## src/rtl/nsrf_pkg.sv

```systemverilog
// shared types, constants and a helper function of the nearest screen region finder
package nsrf_pkg;

  localparam int unsigned SLOT_W      = 5;
  localparam int unsigned COUNT_W     = 5;
  localparam int unsigned SCREEN_W    = 13;
  localparam int unsigned TRIG_W      = 15;
  localparam int unsigned MARGIN_W    = 10;
  localparam int unsigned COORD_W     = 16;
  localparam int unsigned PROD_W      = 31;
  localparam int unsigned SQ_W        = 32;
  localparam int unsigned DIST_W      = 34;
  localparam int unsigned CFG_INDEX_W = 3;
  localparam int unsigned CFG_DATA_W  = 15;

  localparam int unsigned QUEUE_DEPTH = 2;
  localparam int unsigned QUEUE_PTR_W = $clog2(QUEUE_DEPTH);

  localparam logic [CFG_INDEX_W-1:0] CFG_SCREEN_WIDTH  = 3'd0;
  localparam logic [CFG_INDEX_W-1:0] CFG_SCREEN_HEIGHT = 3'd1;
  localparam logic [CFG_INDEX_W-1:0] CFG_SCREEN_GAP    = 3'd2;
  localparam logic [CFG_INDEX_W-1:0] CFG_TILT_COSINE   = 3'd3;
  localparam logic [CFG_INDEX_W-1:0] CFG_TILT_SINE     = 3'd4;
  localparam logic [CFG_INDEX_W-1:0] CFG_GAZE_MARGIN   = 3'd5;

  localparam logic [TRIG_W-1:0]   COSINE_RESET = 15'd16384;
  localparam logic [MARGIN_W-1:0] MARGIN_RESET = 10'd50;

  localparam logic MODE_LOAD  = 1'b0;
  localparam logic MODE_QUERY = 1'b1;

  typedef struct packed {
    logic signed [COORD_W-1:0] x;
    logic signed [COORD_W-1:0] y;
    logic signed [COORD_W-1:0] z;
  } point_t;

  typedef struct packed {
    logic               is_query;
    logic               outside;
    logic [SLOT_W-1:0]  slot;
    logic [COUNT_W-1:0] count;
    point_t             point;
  } cmd_t;

  // round a Q14 product half away from zero and saturate to 16 bits signed
  function automatic logic signed [COORD_W-1:0] round_sat(input logic signed [PROD_W-1:0] p);
    logic [31:0] mag;
    logic [17:0] r;
    logic signed [COORD_W-1:0] res;
    mag = p[PROD_W-1] ? (32'd0 - {1'b1, p}) : {1'b0, p};
    r = 18'((mag + 32'd8192) >> 14);
    if (!p[PROD_W-1]) begin
      res = (r > 18'd32767) ? 16'sh7fff : $signed(r[COORD_W-1:0]);
    end else begin
      res = (r > 18'd32768) ? 16'sh8000 : $signed(16'(18'd0 - r));
    end
    return res;
  endfunction

endpackage

```

## src/rtl/nsrf_queue.sv

```systemverilog
// short command queue between the front and the back
module nsrf_queue
  import nsrf_pkg::*;
(
  input  logic clk_i,
  input  logic rst_ni,
  input  logic push_i,
  input  cmd_t data_i,
  output logic full_o,
  input  logic pop_i,
  output cmd_t data_o,
  output logic empty_o
);

  cmd_t                 mem_q [QUEUE_DEPTH];
  logic [QUEUE_PTR_W-1:0] wr_ptr_q, wr_ptr_d;
  logic [QUEUE_PTR_W-1:0] rd_ptr_q, rd_ptr_d;
  logic [QUEUE_PTR_W:0]   fill_q, fill_d;
  logic                   do_push, do_pop;

  assign full_o  = (fill_q == (QUEUE_PTR_W+1)'(QUEUE_DEPTH));
  assign empty_o = (fill_q == '0);
  assign do_push = push_i && !full_o;
  assign do_pop  = pop_i && !empty_o;
  assign data_o  = mem_q[rd_ptr_q];

  always_comb begin
    wr_ptr_d = do_push ? wr_ptr_q + 1'b1 : wr_ptr_q;
    rd_ptr_d = do_pop ? rd_ptr_q + 1'b1 : rd_ptr_q;
    fill_d   = fill_q;
    if (do_push && !do_pop) begin
      fill_d = fill_q + 1'b1;
    end else if (do_pop && !do_push) begin
      fill_d = fill_q - 1'b1;
    end
  end

  always_ff @(posedge clk_i or negedge rst_ni) begin
    if (!rst_ni) begin
      wr_ptr_q <= '0;
      rd_ptr_q <= '0;
      fill_q   <= '0;
    end else begin
      wr_ptr_q <= wr_ptr_d;
      rd_ptr_q <= rd_ptr_d;
      fill_q   <= fill_d;
    end
  end

  always_ff @(posedge clk_i) begin
    if (do_push) begin
      mem_q[wr_ptr_q] <= data_i;
    end
  end

endmodule

```

## src/rtl/nsrf_front.sv

```systemverilog
// front end: configuration registers, point mapping of loads, outside test of queries
module nsrf_front
  import nsrf_pkg::*;
(
  input  logic                       clk_i,
  input  logic                       rst_ni,
  input  logic                       cfg_valid_i,
  input  logic [CFG_INDEX_W-1:0]     cfg_index_i,
  input  logic [CFG_DATA_W-1:0]      cfg_data_i,
  input  logic                       push_i,
  output logic                       full_o,
  input  logic                       mode_i,
  input  logic [SLOT_W-1:0]          slot_i,
  input  logic [COUNT_W-1:0]         object_count_i,
  input  logic [SCREEN_W-1:0]        screen_x_i,
  input  logic [SCREEN_W-1:0]        screen_y_i,
  input  logic signed [COORD_W-1:0]  gaze_x_i,
  input  logic signed [COORD_W-1:0]  gaze_y_i,
  input  logic signed [COORD_W-1:0]  gaze_z_i,
  output logic                       cmd_push_o,
  output cmd_t                       cmd_o,
  input  logic                       cmd_full_i
);

  logic [SCREEN_W-1:0] width_q, height_q, gap_q;
  logic [TRIG_W-1:0]   cosine_q, sine_q;
  logic [MARGIN_W-1:0] margin_q;

  logic                      valid_q, valid_d;
  logic                      mode_q;
  logic [SLOT_W-1:0]         slot_q;
  logic [COUNT_W-1:0]        count_q;
  logic [SCREEN_W-1:0]       sx_q;
  logic signed [COORD_W-1:0] gx_q, gy_q, gz_q;
  logic signed [PROD_W-1:0]  prod_y_q, prod_z_q;
  logic [27:0]               hs_q;

  logic                      accept;
  logic signed [14:0]        dist_d;
  logic signed [PROD_W-1:0]  prod_y, prod_z;
  logic [27:0]               hs;
  logic signed [16:0]        x_raw;
  logic signed [COORD_W-1:0] map_x;
  logic signed [16:0]        gz_ext, margin_neg;
  logic signed [31:0]        lhs_z, rhs_z;
  logic signed [17:0]        gx_dbl, bound_x;
  logic                      outside;

  always_ff @(posedge clk_i or negedge rst_ni) begin
    if (!rst_ni) begin
      width_q  <= '0;
      height_q <= '0;
      gap_q    <= '0;
      cosine_q <= COSINE_RESET;
      sine_q   <= '0;
      margin_q <= MARGIN_RESET;
    end else if (cfg_valid_i) begin
      unique case (cfg_index_i)
        CFG_SCREEN_WIDTH:  width_q  <= cfg_data_i[SCREEN_W-1:0];
        CFG_SCREEN_HEIGHT: height_q <= cfg_data_i[SCREEN_W-1:0];
        CFG_SCREEN_GAP:    gap_q    <= cfg_data_i[SCREEN_W-1:0];
        CFG_TILT_COSINE:   cosine_q <= cfg_data_i[TRIG_W-1:0];
        CFG_TILT_SINE:     sine_q   <= cfg_data_i[TRIG_W-1:0];
        CFG_GAZE_MARGIN:   margin_q <= cfg_data_i[MARGIN_W-1:0];
        default: ;
      endcase
    end
  end

  assign full_o     = valid_q && cmd_full_i;
  assign accept     = push_i && !full_o;
  assign cmd_push_o = valid_q;

  // multiplies on the way into the stage register
  assign dist_d = $signed({2'b00, height_q}) - $signed({2'b00, gap_q})
                - $signed({2'b00, screen_y_i});
  assign prod_y = dist_d * $signed({1'b0, cosine_q});
  assign prod_z = dist_d * $signed({1'b0, sine_q});
  assign hs     = height_q * sine_q;

  always_comb begin
    valid_d = valid_q;
    if (accept) begin
      valid_d = 1'b1;
    end else if (!cmd_full_i) begin
      valid_d = 1'b0;
    end
  end

  always_ff @(posedge clk_i or negedge rst_ni) begin
    if (!rst_ni) begin
      valid_q <= 1'b0;
    end else begin
      valid_q <= valid_d;
    end
  end

  always_ff @(posedge clk_i) begin
    if (accept) begin
      mode_q   <= mode_i;
      slot_q   <= slot_i;
      count_q  <= object_count_i;
      sx_q     <= screen_x_i;
      gx_q     <= gaze_x_i;
      gy_q     <= gaze_y_i;
      gz_q     <= gaze_z_i;
      prod_y_q <= prod_y;
      prod_z_q <= prod_z;
      hs_q     <= hs;
    end
  end

  assign x_raw = $signed({4'b0000, sx_q}) - $signed({5'b00000, width_q[SCREEN_W-1:1]})
               + $signed({4'b0000, gap_q});

  always_comb begin
    if (x_raw > 17'sd32767) begin
      map_x = 16'sh7fff;
    end else if (x_raw < -17'sd32768) begin
      map_x = 16'sh8000;
    end else begin
      map_x = x_raw[COORD_W-1:0];
    end
  end

  assign gz_ext     = {gz_q[COORD_W-1], gz_q};
  assign margin_neg = -$signed({7'b0000000, margin_q});
  assign lhs_z      = $signed({{2{gz_q[COORD_W-1]}}, gz_q, 14'b0});
  assign rhs_z      = $signed({4'b0000, hs_q}) + $signed({8'b00000000, margin_q, 14'b0});
  assign gx_dbl     = $signed({gx_q[COORD_W-1], gx_q, 1'b0});
  assign bound_x    = $signed({5'b00000, width_q}) + $signed({7'b0000000, margin_q, 1'b0});
  assign outside    = (gz_ext < margin_neg) || (lhs_z > rhs_z)
                   || (gx_dbl > bound_x) || (gx_dbl < -bound_x);

  always_comb begin
    cmd_o.is_query = (mode_q == MODE_QUERY);
    cmd_o.outside  = outside;
    cmd_o.slot     = slot_q;
    cmd_o.count    = count_q;
    if (mode_q == MODE_QUERY) begin
      cmd_o.point.x = gx_q;
      cmd_o.point.y = gy_q;
      cmd_o.point.z = gz_q;
    end else begin
      cmd_o.point.x = map_x;
      cmd_o.point.y = round_sat(prod_y_q);
      cmd_o.point.z = round_sat(prod_z_q);
    end
  end

endmodule

```

## src/rtl/nsrf_back.sv

```systemverilog
// back end: point table, object count and the nearest point scan
module nsrf_back
  import nsrf_pkg::*;
#(
  parameter int unsigned MAX_OBJECTS = 20
) (
  input  logic                clk_i,
  input  logic                rst_ni,
  input  logic                cmd_valid_i,
  input  cmd_t                cmd_i,
  output logic                cmd_pop_o,
  input  logic                pop_i,
  output logic                empty_o,
  output logic [COUNT_W-1:0]  region_index_o,
  output logic                outside_o,
  output logic [DIST_W-1:0]   squared_distance_o
);

  localparam int unsigned IDX_W = (MAX_OBJECTS > 1) ? $clog2(MAX_OBJECTS) : 1;
  localparam int unsigned AW    = (IDX_W > COUNT_W) ? IDX_W : COUNT_W;

  localparam logic [1:0] ST_IDLE = 2'd0;
  localparam logic [1:0] ST_SCAN = 2'd1;
  localparam logic [1:0] ST_WAIT = 2'd2;

  point_t mem [MAX_OBJECTS];
  point_t rd_point_q;

  logic [1:0]         state_q, state_d;
  logic [COUNT_W-1:0] cnt_q, cnt_d;
  logic [COUNT_W-1:0] issue_q, issue_d;
  point_t             gaze_q;
  logic               outside_q;

  logic               rd_v_q, rd_last_q;
  logic [COUNT_W-1:0] rd_idx_q;
  logic               sq_v_q, sq_last_q;
  logic [COUNT_W-1:0] sq_idx_q;
  logic [SQ_W-1:0]    sq_x_q, sq_y_q, sq_z_q;
  logic [DIST_W-1:0]  best_q;
  logic [COUNT_W-1:0] best_idx_q;

  logic               res_valid_q, res_valid_d;
  logic [COUNT_W-1:0] res_idx_q;
  logic               res_out_q;
  logic [DIST_W-1:0]  res_dist_q;

  logic               start, wr_en, rd_en, pop_ok, start_ok, finish, last_issue;
  logic [AW-1:0]      slot_ext, issue_ext;
  logic [IDX_W-1:0]   wr_addr, rd_addr;
  logic signed [16:0] dx, dy, dz;
  logic [15:0]        adx, ady, adz;
  logic [DIST_W-1:0]  sum, best_new;
  logic [COUNT_W-1:0] best_idx_new;

  assign pop_ok     = pop_i && res_valid_q;
  assign start_ok   = !res_valid_q || pop_ok;
  assign slot_ext   = AW'(cmd_i.slot);
  assign issue_ext  = AW'(issue_q);
  assign wr_addr    = slot_ext[IDX_W-1:0];
  assign rd_addr    = issue_ext[IDX_W-1:0];
  assign last_issue = (issue_q == cnt_q - 1'b1);
  assign finish     = sq_v_q && sq_last_q;

  always_comb begin
    state_d   = state_q;
    cnt_d     = cnt_q;
    issue_d   = issue_q;
    cmd_pop_o = 1'b0;
    wr_en     = 1'b0;
    rd_en     = 1'b0;
    start     = 1'b0;
    unique case (state_q)
      ST_IDLE: begin
        if (cmd_valid_i) begin
          if (!cmd_i.is_query) begin
            cmd_pop_o = 1'b1;
            wr_en     = (32'(cmd_i.slot) < MAX_OBJECTS);
            cnt_d     = (32'(cmd_i.count) > MAX_OBJECTS) ? COUNT_W'(MAX_OBJECTS) : cmd_i.count;
          end else if (cnt_q == '0) begin
            cmd_pop_o = 1'b1;
          end else if (start_ok) begin
            cmd_pop_o = 1'b1;
            start     = 1'b1;
            issue_d   = '0;
            state_d   = ST_SCAN;
          end
        end
      end
      ST_SCAN: begin
        rd_en = 1'b1;
        if (last_issue) begin
          state_d = ST_WAIT;
        end else begin
          issue_d = issue_q + 1'b1;
        end
      end
      ST_WAIT: begin
        if (finish) begin
          state_d = ST_IDLE;
        end
      end
      default: state_d = ST_IDLE;
    endcase
  end

  always_ff @(posedge clk_i) begin
    if (wr_en) begin
      mem[wr_addr] <= cmd_i.point;
    end
    if (rd_en) begin
      rd_point_q <= mem[rd_addr];
    end
  end

  // distance terms of the entry read in the previous cycle
  assign dx  = {gaze_q.x[COORD_W-1], gaze_q.x} - {rd_point_q.x[COORD_W-1], rd_point_q.x};
  assign dy  = {gaze_q.y[COORD_W-1], gaze_q.y} - {rd_point_q.y[COORD_W-1], rd_point_q.y};
  assign dz  = {gaze_q.z[COORD_W-1], gaze_q.z} - {rd_point_q.z[COORD_W-1], rd_point_q.z};
  assign adx = dx[16] ? 16'(-dx) : dx[15:0];
  assign ady = dy[16] ? 16'(-dy) : dy[15:0];
  assign adz = dz[16] ? 16'(-dz) : dz[15:0];

  assign sum = DIST_W'(sq_x_q) + DIST_W'(sq_y_q) + DIST_W'(sq_z_q);

  always_comb begin
    best_new     = best_q;
    best_idx_new = best_idx_q;
    if (sq_idx_q == '0 || sum < best_q) begin
      best_new     = sum;
      best_idx_new = sq_idx_q;
    end
  end

  always_comb begin
    res_valid_d = res_valid_q;
    if (finish) begin
      res_valid_d = 1'b1;
    end else if (pop_ok) begin
      res_valid_d = 1'b0;
    end
  end

  always_ff @(posedge clk_i or negedge rst_ni) begin
    if (!rst_ni) begin
      state_q     <= ST_IDLE;
      cnt_q       <= '0;
      issue_q     <= '0;
      rd_v_q      <= 1'b0;
      sq_v_q      <= 1'b0;
      res_valid_q <= 1'b0;
    end else begin
      state_q     <= state_d;
      cnt_q       <= cnt_d;
      issue_q     <= issue_d;
      rd_v_q      <= rd_en;
      sq_v_q      <= rd_v_q;
      res_valid_q <= res_valid_d;
    end
  end

  always_ff @(posedge clk_i) begin
    if (start) begin
      gaze_q    <= cmd_i.point;
      outside_q <= cmd_i.outside;
    end
    rd_idx_q  <= issue_q;
    rd_last_q <= last_issue;
    if (rd_v_q) begin
      sq_x_q    <= adx * adx;
      sq_y_q    <= ady * ady;
      sq_z_q    <= adz * adz;
      sq_idx_q  <= rd_idx_q;
      sq_last_q <= rd_last_q;
    end
    if (sq_v_q) begin
      best_q     <= best_new;
      best_idx_q <= best_idx_new;
    end
    if (finish) begin
      res_idx_q  <= outside_q ? cnt_q : best_idx_new;
      res_out_q  <= outside_q;
      res_dist_q <= best_new;
    end
  end

  assign empty_o            = !res_valid_q;
  assign region_index_o     = res_idx_q;
  assign outside_o          = res_out_q;
  assign squared_distance_o = res_dist_q;

endmodule

```

## src/rtl/nearest_screen_region_finder_core.sv

```systemverilog
// top level of the nearest screen region finder
// Loads and queries enter through a queue-style port (push/full) and results leave through
// another (empty/pop); configuration writes go through a valid/ready port that is always
// ready. A load is mapped onto the tilted screen plane in the front end and written into
// the point table after the front stage register and the queue. In the back end a query
// scans as many table entries as the stored object count, reading one table entry per
// cycle; a new query starts there once the previous scan has ended and its result is
// popped or being popped. A query while the count is zero gives no result. The front end
// keeps accepting items into a two-word queue while the back end scans or a result waits.
module nearest_screen_region_finder_core
  import nsrf_pkg::*;
#(
  parameter int unsigned MAX_OBJECTS = 20
) (
  input  logic                       clk_i,
  input  logic                       rst_ni,
  input  logic                       cfg_valid_i,
  output logic                       cfg_ready_o,
  input  logic [CFG_INDEX_W-1:0]     cfg_index_i,
  input  logic [CFG_DATA_W-1:0]      cfg_data_i,
  input  logic                       push,
  output logic                       full,
  input  logic                       mode_i,
  input  logic [SLOT_W-1:0]          slot_i,
  input  logic [COUNT_W-1:0]         object_count_i,
  input  logic [SCREEN_W-1:0]        screen_x_i,
  input  logic [SCREEN_W-1:0]        screen_y_i,
  input  logic signed [COORD_W-1:0]  gaze_x_i,
  input  logic signed [COORD_W-1:0]  gaze_y_i,
  input  logic signed [COORD_W-1:0]  gaze_z_i,
  output logic                       empty,
  input  logic                       pop,
  output logic [COUNT_W-1:0]         region_index_o,
  output logic                       outside_o,
  output logic [DIST_W-1:0]          squared_distance_o
);

  logic cmd_push, cmd_full, cmd_pop, cmd_empty;
  cmd_t cmd_in, cmd_out;

  assign cfg_ready_o = 1'b1;

  nsrf_front u_front (
    .clk_i          (clk_i),
    .rst_ni         (rst_ni),
    .cfg_valid_i    (cfg_valid_i),
    .cfg_index_i    (cfg_index_i),
    .cfg_data_i     (cfg_data_i),
    .push_i         (push),
    .full_o         (full),
    .mode_i         (mode_i),
    .slot_i         (slot_i),
    .object_count_i (object_count_i),
    .screen_x_i     (screen_x_i),
    .screen_y_i     (screen_y_i),
    .gaze_x_i       (gaze_x_i),
    .gaze_y_i       (gaze_y_i),
    .gaze_z_i       (gaze_z_i),
    .cmd_push_o     (cmd_push),
    .cmd_o          (cmd_in),
    .cmd_full_i     (cmd_full)
  );

  nsrf_queue u_queue (
    .clk_i   (clk_i),
    .rst_ni  (rst_ni),
    .push_i  (cmd_push),
    .data_i  (cmd_in),
    .full_o  (cmd_full),
    .pop_i   (cmd_pop),
    .data_o  (cmd_out),
    .empty_o (cmd_empty)
  );

  nsrf_back #(
    .MAX_OBJECTS (MAX_OBJECTS)
  ) u_back (
    .clk_i              (clk_i),
    .rst_ni             (rst_ni),
    .cmd_valid_i        (!cmd_empty),
    .cmd_i              (cmd_out),
    .cmd_pop_o          (cmd_pop),
    .pop_i              (pop),
    .empty_o            (empty),
    .region_index_o     (region_index_o),
    .outside_o          (outside_o),
    .squared_distance_o (squared_distance_o)
  );

endmodule
```

## config.mk

```make
export PLATFORM = sky130hd
export DESIGN_NAME = nearest_screen_region_finder_core
export DESIGN_NICKNAME = d
export VERILOG_FILES = /design/src/rtl/nsrf_pkg.sv /design/src/rtl/nsrf_queue.sv /design/src/rtl/nsrf_front.sv /design/src/rtl/nsrf_back.sv /design/src/rtl/nearest_screen_region_finder_core.sv
export SDC_FILE = /design/constraint.sdc
export NUM_CORES = 2
export LEC_CHECK = 0
export BUFFER_PORTS_ARGS = -buffer_cell sky130_fd_sc_hd__buf_2
export CAP_MARGIN = 15
export CORE_UTILIZATION = 60
export CTS_BUF_LIST = sky130_fd_sc_hd__clkbuf_8 sky130_fd_sc_hd__clkbuf_16
export DETAILED_ROUTE_END_ITERATION = 12
export PLACE_DENSITY = 0.76
export SKIP_LAST_GASP = 1
export SYNTH_ARGS = -nofsm -noshare
export SYNTH_HDL_FRONTEND = slang
export SYNTH_SLANG_ARGS = --single-unit
```

## constraint.sdc

```tcl
create_clock -name clk_i -period 10.2 [get_ports clk_i]
set_input_delay 0.51 -clock clk_i [delete_from_list [all_inputs] [get_ports clk_i]]
set_output_delay 0.51 -clock clk_i [all_outputs]
set_load 0.01 [all_outputs]
```

==> key figures <==
Drt
  – Antenna Nets Post-Route: 0
  – Vias per cell: 6.06
  – Routed WL: 291 mm
  – Mean routed wirelength per cell: 23.3 um
  – DR vias: 75800
  – DRT Pass-1 Iters: 8
  – DR iter-0 viols: 6179
  – Residual DRC: 0

Logic synthesis
  – Unique masters post-synth: 100
  – Number of flops mapped to enable cells by yosys: 1517
  – Syn Std Cell Area: 116000 um2
  – Yosys reg bits: 1622
  – Async SR Flop Fraction: 6.10%
  – Syn_area_per_cell: 12.1 um2
  – Seq/Total Area, Yosys: 41.5%
  – Syn nets: 11500
  – Primary FF master, synth: edfxtp_1
  – Synth warn: 0
  – Mapped Cells: 9569

GRT
  – Grt total ovfl: 0
  – First-pass GRT wire length: 451 mm
  – GR Util All Layers: 30.0%
  – Initial antenna violation count: 4
  – Largest net degree at the start of global routing: 93
  – Number of global-route vias before repair: 80200

Worst setup path
  – Critical path peak fanout: 8
  – Slowest stage delay, CP: 0.65 ns
  – CP Launch Type: register
  – WS Path Type: register to register
  – Critical Path AT: 10.24 ns
  – Worst EP required: 10.76 ns
  – R2R setup slack: 0.52 ns
  – CP endpoint kind: register
  – Crit-path most repeated cell: fa_1
  – Critical Path Slowest Stage Cell: or4b_2

Finish
  – Nets: 11800
  – Area delta synth->final: 9.23%
  – Fraction of layout cells with a size suffix above 1: 11.9%
  – Most common cell after layout, fill and taps aside: inv_1
  – Count of filler cells inserted in the layout: 13700
  – Most frequent cells in the layout: inv_1 (1532), edfxtp_1 (1517), fa_1 (982)

Floorplanning
  – Placeable Area: 192000 um2
  – IO Count: 151
  – DIE AREA: 195000 um2
  – Cell Rows: 161
  – Die width: 442 um
  – Die H: 442 um
  – Initial Util: 60.3%

Clock tree
  – CTS max path bufs: 3
  – Worst-Skew Late Latency: 0.85 ns
  – Clock-pin transition on the worst setup and hold timing paths: 0.07 ns
  – Sink Count: 1622
  – CTS buffer count: 163
  – Max H-tree Level: 4
  – CTS tree: yes
  – Clock Tree Root: clkbuf_16

Place
  – I/O Buffers: 149
  – RD Place Congestion: 0.922
  – Post-DP HPWL: 199 mm

Flow run
  – Max-Cap Viols: 0

Timing
  – Tcrit/Tclk final: 94.9%
  – Final Critical Period: 9.68 ns
  – Worst Skew: 0.0768 ns
  – Worst hold margin: 0.0456 ns
  – Final hold vios: 0
  – Final setup fails: 0
  – Final Max Tran Viols: 0
  – FMAX: 0.103 GHz
  – Rel. slew slack: 23.4%
  – Slew @ Worst Pin: 1.14 ns

Status
  – Status: complete, no violations

Worst hold path
  – Worst Hold Class: primary input to register
## routing by layer
| metal | track usage (%) | part of all wire [%] | up-vias |
|---|---|---|---|
| li1 | - | - | 33300 |
| met1 | 37.2 | 38 | 38300 |
| met2 | 52.6 | 50 | 3408 |
| met3 | 3.85 | 6.7 | 723 |
| met4 | 13.7 | 5.1 | 2 |
| met5 | 0 | 0.0041 | - |
## sequential cells by signal (all words and copies together) (netlist names), 16 cells and up
signal                     cells
u_back.best_q                 34
u_back.gaze_q                 48
u_back.mem                   960
u_back.rd_point_q             48
u_back.sq_x_q                 31
u_back.sq_y_q                 31
u_back.sq_z_q                 31
u_back.squared_distance_o     34
u_front.gx_q                  16
u_front.gy_q                  16
u_front.gz_q                  16
u_front.hs_q                  28
u_front.prod_y_q              31
u_front.prod_z_q              31
u_queue.mem_q                120
## final timing paths
check | to | cells after the start | from
worst max-delay path | u_back.sq_z_q[31] | 30 | u_back.gaze_q[1]
worst min-delay path | u_front.width_q[9] | 3 | cfg_data_i[9]
worst max register to register | u_back.sq_z_q[31] | 30 | u_back.gaze_q[1]
worst min register to register | u_back.sq_idx_q[4] | 0 | u_back.rd_idx_q[4]
max in group asynchronous | u_front.sine_q[0] | 3 | rst_ni
min in group asynchronous | u_front.height_q[9] | 2 | rst_ni
## kinds of logic after synthesis
logic type / count (synthesis) / synth area share, %
xor+xnor: 440 / 3.33
flops: 1622 / 41.5
other cells: 1 / 0.00323
mux: 500 / 7.62
compound gates: 1078 / 6.17
simple gates: 2240 / 9.13
buf+inv: 1838 / 5.96
fa+ha+maj: 1850 / 26.3
## critical path, delay by kind of cell (launching register included)
family	cells	cell delay [ns]
AOI/OAI and AO/OA	11	2.79
buffers and inverters	3	0.33
adders and majority gates	8	3.51
and+or+nand+nor	6	2.05
xor gates and xnor gates	2	0.28
DFF	1	0.43
## cells in the mapped netlist, types with 37 or more instances
library cell / instances / area [um2]
nand3_1: 90 / 450
o21ai_0: 230 / 1150
nand2b_1: 90 / 563
xor2_1: 141 / 1230
ha_1: 868 / 10900
nand2_1: 817 / 3070
or3_1: 37 / 231
nor2_1: 520 / 1950
xnor2_1: 298 / 2610
clkbuf_1: 270 / 1010
a211oi_1: 41 / 308
mux2_2: 194 / 2180
a21oi_1: 252 / 1260
dfrtp_1: 95 / 2380
nor3_1: 125 / 626
o21bai_1: 59 / 443
a31oi_1: 42 / 263
nor2b_1: 79 / 494
inv_1: 1506 / 5650
and3_1: 50 / 313
edfxtp_1: 1517 / 45600
or2_2: 38 / 238
o21a_1: 60 / 450
fa_1: 982 / 19700
mux4_2: 288 / 6490
a21o_1: 103 / 773
and2_1: 228 / 1430
## final cells by class
| class | count | area, um2 | share of cell area, % |
|---|---|---|---|
| flip-flops and latches | 1622 | 48200 | 38.0 |
| clock buffers | 170 | 4220 | 3.33 |
| repair buffers | 405 | 2900 | 2.29 |
| diodes | 3 | 7.51 | 0.00592 |
| inverters | 1530 | 5740 | 4.53 |
| clock inverters | 126 | 1230 | 0.971 |
| multi-input cells | 6109 | 61400 | 48.4 |
| well taps | 2526 | 3160 | 2.49 |
## metrics by stage
step / instance area [um2] / util [%] / TNS, ns / setup slack [ns] / cells
finish: 127000 / 65.9 / 0 / 0.523 / 12500
detailed placement: 120000 / 62.6 / 0 / 0.385 / 12100
CTS: 127000 / 65.9 / 0 / 0.353 / 12500
global placement: 120000 / 62.6 / 0 / 0.506 / 12100
global route: 127000 / 65.9 / -0.0333 / -0.0333 / 12500
floorplan: 116000 / - / 0 / 0.831 / 9569
## timing repair
action | in CTS | in global routing
hold buffers | 77 | 0
setup endpoints to repair | 0 | 20
setup buffers | 0 | 0
hold endpoints to repair | 119 | 0
gates resized for setup | 0 | 21
Power is left out: the tool's default activity adds up to more than one toggle a clock period on the data nets, which glitch-free logic cannot reach.
